### config.mk
export PLATFORM = sky130hd
export DESIGN_NAME = tea_half_round
export DESIGN_NICKNAME = d
export VERILOG_FILES = /design/src/rtl/tea_pkg.sv /design/src/rtl/tea_half_round.sv
export SDC_FILE = /design/constraint.sdc
export NUM_CORES = 1
export LEC_CHECK = 0
export BUFFER_PORTS_ARGS = -buffer_cell sky130_fd_sc_hd__buf_2
export CAP_MARGIN = 40
export CORE_ASPECT_RATIO = 0.9
export CORE_UTILIZATION = 55
export DETAILED_ROUTE_END_ITERATION = 12
export PLACE_DENSITY = 0.83
export SKIP_CTS_REPAIR_TIMING = 1
export SLEW_MARGIN = 25
export SYNTH_ARGS = -nofsm -noshare
export SYNTH_HDL_FRONTEND = slang
export SYNTH_SLANG_ARGS = --single-unit
### constraint.sdc
create_clock -name i_clk -period 13.47 [get_ports i_clk]
set_clock_uncertainty 0.2 [all_clocks]
set_input_delay 1.347 -clock i_clk [delete_from_list [all_inputs] [get_ports i_clk]]
set_output_delay 1.347 -clock i_clk [all_outputs]
set_load 0.005 [all_outputs]
### src/rtl/tea_pkg.sv
`default_nettype none
// ----------------------------------------------------------------------------
// tea_pkg
// Shared types, constants, the round mixing function and the round sum functions of the TEA cipher.
// ----------------------------------------------------------------------------
package tea_pkg;

    localparam int unsigned TEA_ROUNDS = 32;
    localparam logic [31:0] TEA_DELTA  = 32'h9E37_79B9;

    localparam int unsigned KEY_IDX_W = 2;

    typedef enum logic [KEY_IDX_W-1:0] {
        KEY_WORD_0 = 2'd0,
        KEY_WORD_1 = 2'd1,
        KEY_WORD_2 = 2'd2,
        KEY_WORD_3 = 2'd3
    } t_key_idx;

    typedef enum logic {
        OP_ENCRYPT = 1'b0,
        OP_DECRYPT = 1'b1
    } t_op;

    typedef struct packed {
        logic        req_type;
        logic [31:0] word_zero;
        logic [31:0] word_one;
    } t_tea_in;

    typedef struct packed {
        logic [31:0] out_word_zero;
        logic [31:0] out_word_one;
    } t_tea_out;

    function automatic logic [31:0] tea_mix(
        input logic [31:0] x,
        input logic [31:0] sum,
        input logic [31:0] ka,
        input logic [31:0] kb
    );
        return ((x << 4) + ka) ^ (x + sum) ^ ((x >> 5) + kb);
    endfunction

    // running sum of encryption round r (zero based)
    function automatic logic [31:0] tea_enc_sum(input int unsigned round);
        logic [63:0] p;
        p = 64'(TEA_DELTA) * 64'(round + 1);
        return p[31:0];
    endfunction

    // running sum of decryption round r (zero based)
    function automatic logic [31:0] tea_dec_sum(
        input int unsigned rounds,
        input int unsigned round
    );
        logic [63:0] p;
        p = 64'(TEA_DELTA) * 64'(rounds - round);
        return p[31:0];
    endfunction

endpackage
`default_nettype wire

### src/rtl/tea_half_round.sv
`default_nettype none
// ----------------------------------------------------------------------------
// tea_half_round
// One registered half round: updates one word of the block with the mix of
// the other, adding for encryption and subtracting for decryption.
// ----------------------------------------------------------------------------
module tea_half_round
    import tea_pkg::*;
#(
    parameter logic [31:0] ENC_SUM    = TEA_DELTA,
    parameter logic [31:0] DEC_SUM    = TEA_DELTA,
    parameter bit          FIRST_HALF = 1'b1
) (
    input  wire logic        i_clk,
    input  wire logic        i_rst_n,
    input  wire logic        i_valid,
    input  wire t_tea_in     i_data,
    input  wire logic [31:0] i_key0,
    input  wire logic [31:0] i_key1,
    input  wire logic [31:0] i_key2,
    input  wire logic [31:0] i_key3,
    output logic             o_valid,
    output t_tea_in          o_data
);

    logic        r_valid;
    t_tea_in     r_data;
    t_tea_in     n_data;
    logic        upd_zero;
    logic        is_dec;
    logic [31:0] x;
    logic [31:0] sum;
    logic [31:0] ka;
    logic [31:0] kb;
    logic [31:0] m;
    logic [31:0] tgt;
    logic [31:0] res;

    always_comb begin
        is_dec   = (t_op'(i_data.req_type) == OP_DECRYPT);
        // encrypt updates word zero first, decrypt updates word one first
        upd_zero = is_dec ^ FIRST_HALF;
        sum      = is_dec ? DEC_SUM : ENC_SUM;
        x        = upd_zero ? i_data.word_one  : i_data.word_zero;
        tgt      = upd_zero ? i_data.word_zero : i_data.word_one;
        ka       = upd_zero ? i_key0 : i_key2;
        kb       = upd_zero ? i_key1 : i_key3;
        m        = tea_mix(x, sum, ka, kb);
        res      = is_dec ? (tgt - m) : (tgt + m);
        n_data   = i_data;
        if (upd_zero) begin
            n_data.word_zero = res;
        end else begin
            n_data.word_one = res;
        end
    end

    always_ff @(posedge i_clk) begin
        if (!i_rst_n) begin
            r_valid <= 1'b0;
        end else begin
            r_valid <= i_valid;
        end
    end

    always_ff @(posedge i_clk) begin
        r_data <= n_data;
    end

    assign o_valid = r_valid;
    assign o_data  = r_data;

endmodule
`default_nettype wire

==> results of run 1 <==
==> power by group through the flow <==
stage	Clock, mW	Sequential [mW]	Combinational, mW
floorplan	0	0.341	1.13
global placement	0	0.322	1.50
detailed placement	0	0.324	1.53
CTS	0.276	0.323	1.55
global route	0.285	0.332	1.73
finish	0.274	0.321	1.58
==> layout make-up <==
cell class	instances	area (sq um)	area share (%)
multi-input cells	1090	8410	70.8
repair buffers	265	1370	11.5
flip-flops and latches	66	1320	11.1
well taps	240	300	2.53
clock buffers	12	256	2.16
inverters	32	123	1.03
clock inverters	4	97.6	0.821
diodes	3	7.51	0.0632
==> flip-flops by register name, summed over array words and instances, names as in the netlist <==
name / flops
o_data: 65
o_valid: 1
==> worst paths after layout <==
| check | end | from | slack [ps] | cells past startpoint |
|---|---|---|---|---|
| worst max-delay path | o_data[29]$_DFF_P_ | i_data[64] | 4870 | 28 |
| worst min-delay path | o_valid$_SDFF_PN0_ | i_valid | 1020 | 2 |
==> kinds of logic after synthesis <==
group / Yosys count / synth area share, %
AOI/OAI and AO/OA: 372 / 24.5
xor gates and xnor gates: 193 / 18.3
adders and majority gates: 90 / 11.4
buffers and inverters: 70 / 3.16
DFF: 66 / 13.1
muxes: 108 / 12.1
and+or+nand+nor: 327 / 17.3
==> stage by stage <==
stage,instance area [sq um],utilization [%],instances,hold WS (ps)
after detailed placement,11500,64.8,1692,1350
after global routing,11900,67.0,1712,1040
after CTS,11800,66.8,1708,1010
after global placement,11500,64.8,1692,1350
final,11900,67.0,1712,1020
after floorplan,10000,-,1226,1170
==> layer usage <==
metal	part of all wire (%)	track usage, %
met5	0	0
met4	0.82	6.50
met3	11	4.59
met2	43	48.1
met1	45	47.4
==> synth_stat cells, types with 10 or more instances <==
cell type	instances	area [sq um]
xnor2_1	129	1130
nand2_1	104	390
o21ai_0	102	510
a21oi_1	93	465
mux2_2	92	1040
ha_1	87	1090
dfxtp_1	66	1320
nor2_1	65	244
xor2_1	53	464
a21o_1	37	278
inv_1	31	116
clkbuf_1	26	97.6
nand3_1	24	120
nor3_1	23	115
a31oi_1	18	113
and3_1	16	100
nand2b_1	16	100
mux2i_1	13	130
o21a_1	13	97.6
nor2b_1	11	68.8
o21bai_1	11	82.6
nand4_1	10	62.6
==> reports/summary.txt, run 1 <==
initial antenna violation count - 3
Comb pwr share - 72.7%
syn_nets - 1512
Layout area overhead - 18.2%
relative slew slack - 43.2%
Post-Route WL - 30600 um
crit path capture type - register
Final Setup Violations - 0
status - finished clean
Slew Limit Fails - 0
starting density of the core - 56.7%
Mapped Area - 10000 sq um
clk sinks - 66
RSZ-0062 raised after global routing - no
port bufs - 261
H-tree levels - 3
Setup CP Type - in2reg
EDFF count, synth - 0
grt total ovfl - 0
most frequent cells in the layout - 260 x buf_2, 129 x xnor2_1, 104 x nand2_1
Layout Nets - 1750
sequential area share after synthesis - 13.1%
Post-DP HPWL - 24900 um
P_sw - 1.01 mW
crit path buf inv count - 3
ANT nets after route - 0
routed len/inst - 17.9 um
largest net degree at the start of global routing - 88
DIE WIDTH - 144 um
Reg power frac - 14.7%
Hold Fails Final Rpt - 0
max frequency - 0.116 GHz
GPL Wtd Cong - 0.977
leakage power - 5.36 nW
Critical Path Max Stage Delay - 700 ps
area of the die - 18800 sq um
FILL cells - 1518
Vias - 10342
global-route wire length before repair - 46900 um
Synth Instances - 1226
CTS Root Cell - clkbuf_16
delay-heaviest family, CP - simple AND/OR/NAND/NOR gates
Bufs on Longest Clock Path - 2
Synth Register Bits - 66
Switching Fraction - 46.2%
fraction of layout cells with a size suffix above 1 - 28.7%
detailed-router iteration count before antenna repair - 7
setup_tns - 0 ps
Row Count - 46
Worst VDD drop - 0.0940 mV
Max stage delay cell, worst path - buf_4
Netlist cell types - 98
Pwr per Cell Area - 183 nW/um^2
GRT Overall Usage - 31.8%
Max-Cap Viols - 0
critical path startpoint category - input port
Via density - 6.04
Final Cycle Share - 63.8%
Worst Tran Pin Value - 831 ps
ys async rst share - 0%
DRT iter0 DRCs - 846
min cycle time layout - 8600 ps
CP arrival - 8640 ps
Crit path required time - 13510 ps
setup slack at placement - 4660 ps
CTS tree - done
most common cell after layout, fill and taps aside - buf_2
CTS Buf Count - 9
Final Power - 2.18 mW
Die Ht - 130 um
Syn Area/Cell - 8.20 sq um
warnings from Yosys - 0
Clock transition at path regs - 60 ps
Setup WS post-layout - 4870 ps
Internal - 1.17 mW
worst hold path class - in2reg
Core Area - 17700 sq um
Clk pwr share - 12.6%
vias in the first global route - 9073
highest net fanout along the worst path - 85
I/O pins - 262
Top FF cell, synth - dfxtp_1
DRC Markers - 0
No activity file was read; power rests on OpenSTA's default activity.
==> run 2, diff against run 1 <==
- clock period: 13.47 -> 8.3 ns (I/O delays scaled with it)
==> run 2 against run 1 <==
  * Worst hold slack got worse by 500 ps
  * Via count about the same
  * Cell area unchanged
  * Utilization unchanged
  * Total power increased by 61%
  * Clock-buffer cell count increased by 1
  * Worst setup slack got worse by 4100 ps
  * Critical endpoint is now o_data[63]$_DFF_P_
  * Largest power group unchanged
==> reports/summary.txt, run 2 (synthesis gave the netlist of run 1 again) <==
setup slack at placement - 585 ps (-4080 ps)
design area - 11900 sq um (unchanged)
leakage power - 5.37 nW (+0.26%)
Die Ht - 130 um (unchanged)
Via density - 6.02 (-0.27%)
min cycle time layout - 7550 ps
setup_tns - 0 ps (unchanged)
H-tree levels - 3 (unchanged)
most common cell after layout, fill and taps aside - buf_2
Switching Fraction - 46.4% (+0.26 points)
Critical Path Max Stage Delay - 510 ps (-190 ps)
Post-DP HPWL - 25400 um (+2.0%)
DRC Markers - 0 (unchanged)
Clock transition at path regs - 60 ps (about the same)
fraction of layout cells with a size suffix above 1 - 28.9% (+0.20 points)
routed len/inst - 18.0 um (+0.56%)
I/O pins - 262 (unchanged)
initial antenna violation count - 1 (-2)
Internal - 1.87 mW (+60%)
Post-Route WL - 30900 um (+0.92%)
Clk pwr share - 11.5% (-1.1 points)
port bufs - 261 (unchanged)
CTS Buf Count - 9 (unchanged)
Max stage delay cell, worst path - clkbuf_8
CTS Root Cell - clkbuf_16
Worst VDD drop - 0.139 mV (+48%)
worst hold path class - in2reg
delay-heaviest family, CP - compound AO/OA/AOI/OAI gates
Setup WS post-layout - 750 ps (-4120 ps)
CP arrival - 7590 ps (-1050 ps)
detailed-router iteration count before antenna repair - 5 (-2)
Vias - 10350 (+0.077%)
max frequency - 0.132 GHz
highest net fanout along the worst path - 97 (+14%)
Slew Limit Fails - 0 (unchanged)
worst hold slack - 515 ps (-501 ps)
Final Power - 3.50 mW (+61%)
critical path startpoint category - input port
CTS tree - done
Layout Nets - 1758 (+0.46%)
crit path capture type - register
Crit path required time - 8340 ps (-5170 ps)
Reg power frac - 14.9% (+0.2 points)
Worst Setup SP - i_data[64]
vias in the first global route - 9126 (+0.58%)
Hold Fails Final Rpt - 0 (unchanged)
largest net degree at the start of global routing - 98 (+11%)
ANT nets after route - 0 (unchanged)
starting density of the core - 56.7% (unchanged)
grt total ovfl - 0 (unchanged)
Comb pwr share - 73.7% (+1.0 points)
crit path buf inv count - 2 (-1)
Final Cycle Share - 91.0%
Layout area overhead - 18.2% (unchanged)
P_sw - 1.62 mW (+61%)
number of flip-flops in the largest register - 65 (unchanged)
clk sinks - 66 (unchanged)
Setup CP Type - in2reg
most frequent cells in the layout - 260 x buf_2, 129 x xnor2_1, 104 x nand2_1
global-route wire length before repair - 47400 um (+1.1%)
relative slew slack - 50.5% (+7.3 points)
Pwr per Cell Area - 294 nW/um^2 (+61%)
Worst Setup EP - o_data[63]$_DFF_P_
area of the die - 18800 sq um (unchanged)
GPL Wtd Cong - 0.995 (+1.8%)
status - finished clean
DIE WIDTH - 144 um (unchanged)
Row Count - 46 (unchanged)
cell mode on critical path - o21ai_0
Crit path depth - 26 (-7.1%)
DRT iter0 DRCs - 915 (+8.2%)
Core Area - 17700 sq um (unchanged)
Max-Cap Viols - 0 (unchanged)
RSZ-0062 raised after global routing - no
Final Setup Violations - 0 (unchanged)
Worst Tran Pin Value - 743 ps (-88.5 ps)
Bufs on Longest Clock Path - 2 (unchanged)
Placed Area - 11600 sq um (+0.56%)
GRT Overall Usage - 32.0% (+0.15 points)
==> run 2: cell types whose count changed in the layout (fill, tap and decap cells not counted) <==
cell / change
buf_4: +8
buf_1: +1
buf_16: -1
bufinv_16: -1
clkbuf_1: +1
clkinvlp_4: -1
diode_2: -1
==> run 2: final cells by class <==
cell class | instances | area [sq um]
clock inverters | 2 | 60.1
well taps | 240 | 300
repair buffers | 273 | 1400
fillers | 1556 | 5850
clock buffers | 13 | 260
inverters | 32 | 123
multi-input cells | 1090 | 8410
diodes | 2 | 5.00
flip-flops and latches | 66 | 1320
==> run 2: routing by layer <==
| metal | global-route usage, % | wire length, um | vias up |
|---|---|---|---|
| met2 | 46.8 | 12900 | 554 |
| li1 | - | - | 5012 |
| met3 | 3.60 | 2950 | 30 |
| met4 | 6.56 | 350 | 0 |
| met1 | 49.4 | 14700 | 4754 |
| met5 | 0 | 0 | - |
==> run 2: worst min path at each step <==
stage | slack, ps | cells past startpoint | from | end
after floorplan | 660 | 0 | i_data[64] | o_data[64]$_DFF_P_
after global placement | 830 | 2 | i_valid | o_valid$_SDFF_PN0_
after detailed placement | 840 | 2 | i_valid | o_valid$_SDFF_PN0_
after CTS | 510 | 2 | i_valid | o_valid$_SDFF_PN0_
after global routing | 510 | 2 | i_valid | o_valid$_SDFF_PN0_
final | 520 | 2 | i_valid | o_valid$_SDFF_PN0_
==> run 2: metrics by stage <==
step           utilization (%)  std cells
6_report                  67.0       1718
5_1_grt                   67.0       1717
4_1_cts                   67.0       1716
3_5_place_dp              65.2       1701
3_3_place_gp              65.2       1700
2_1_floorplan                -       1226
==> run 2: power groups by stage <==
stage / Combinational, mW / Sequential (mW) / Clock [mW]
final: 2.57 / 0.519 / 0.402
after global routing: 2.83 / 0.536 / 0.421
after detailed placement: 2.50 / 0.523 / 0
after floorplan: 1.84 / 0.553 / 0
after global placement: 2.45 / 0.524 / 0
after CTS: 2.53 / 0.521 / 0.407
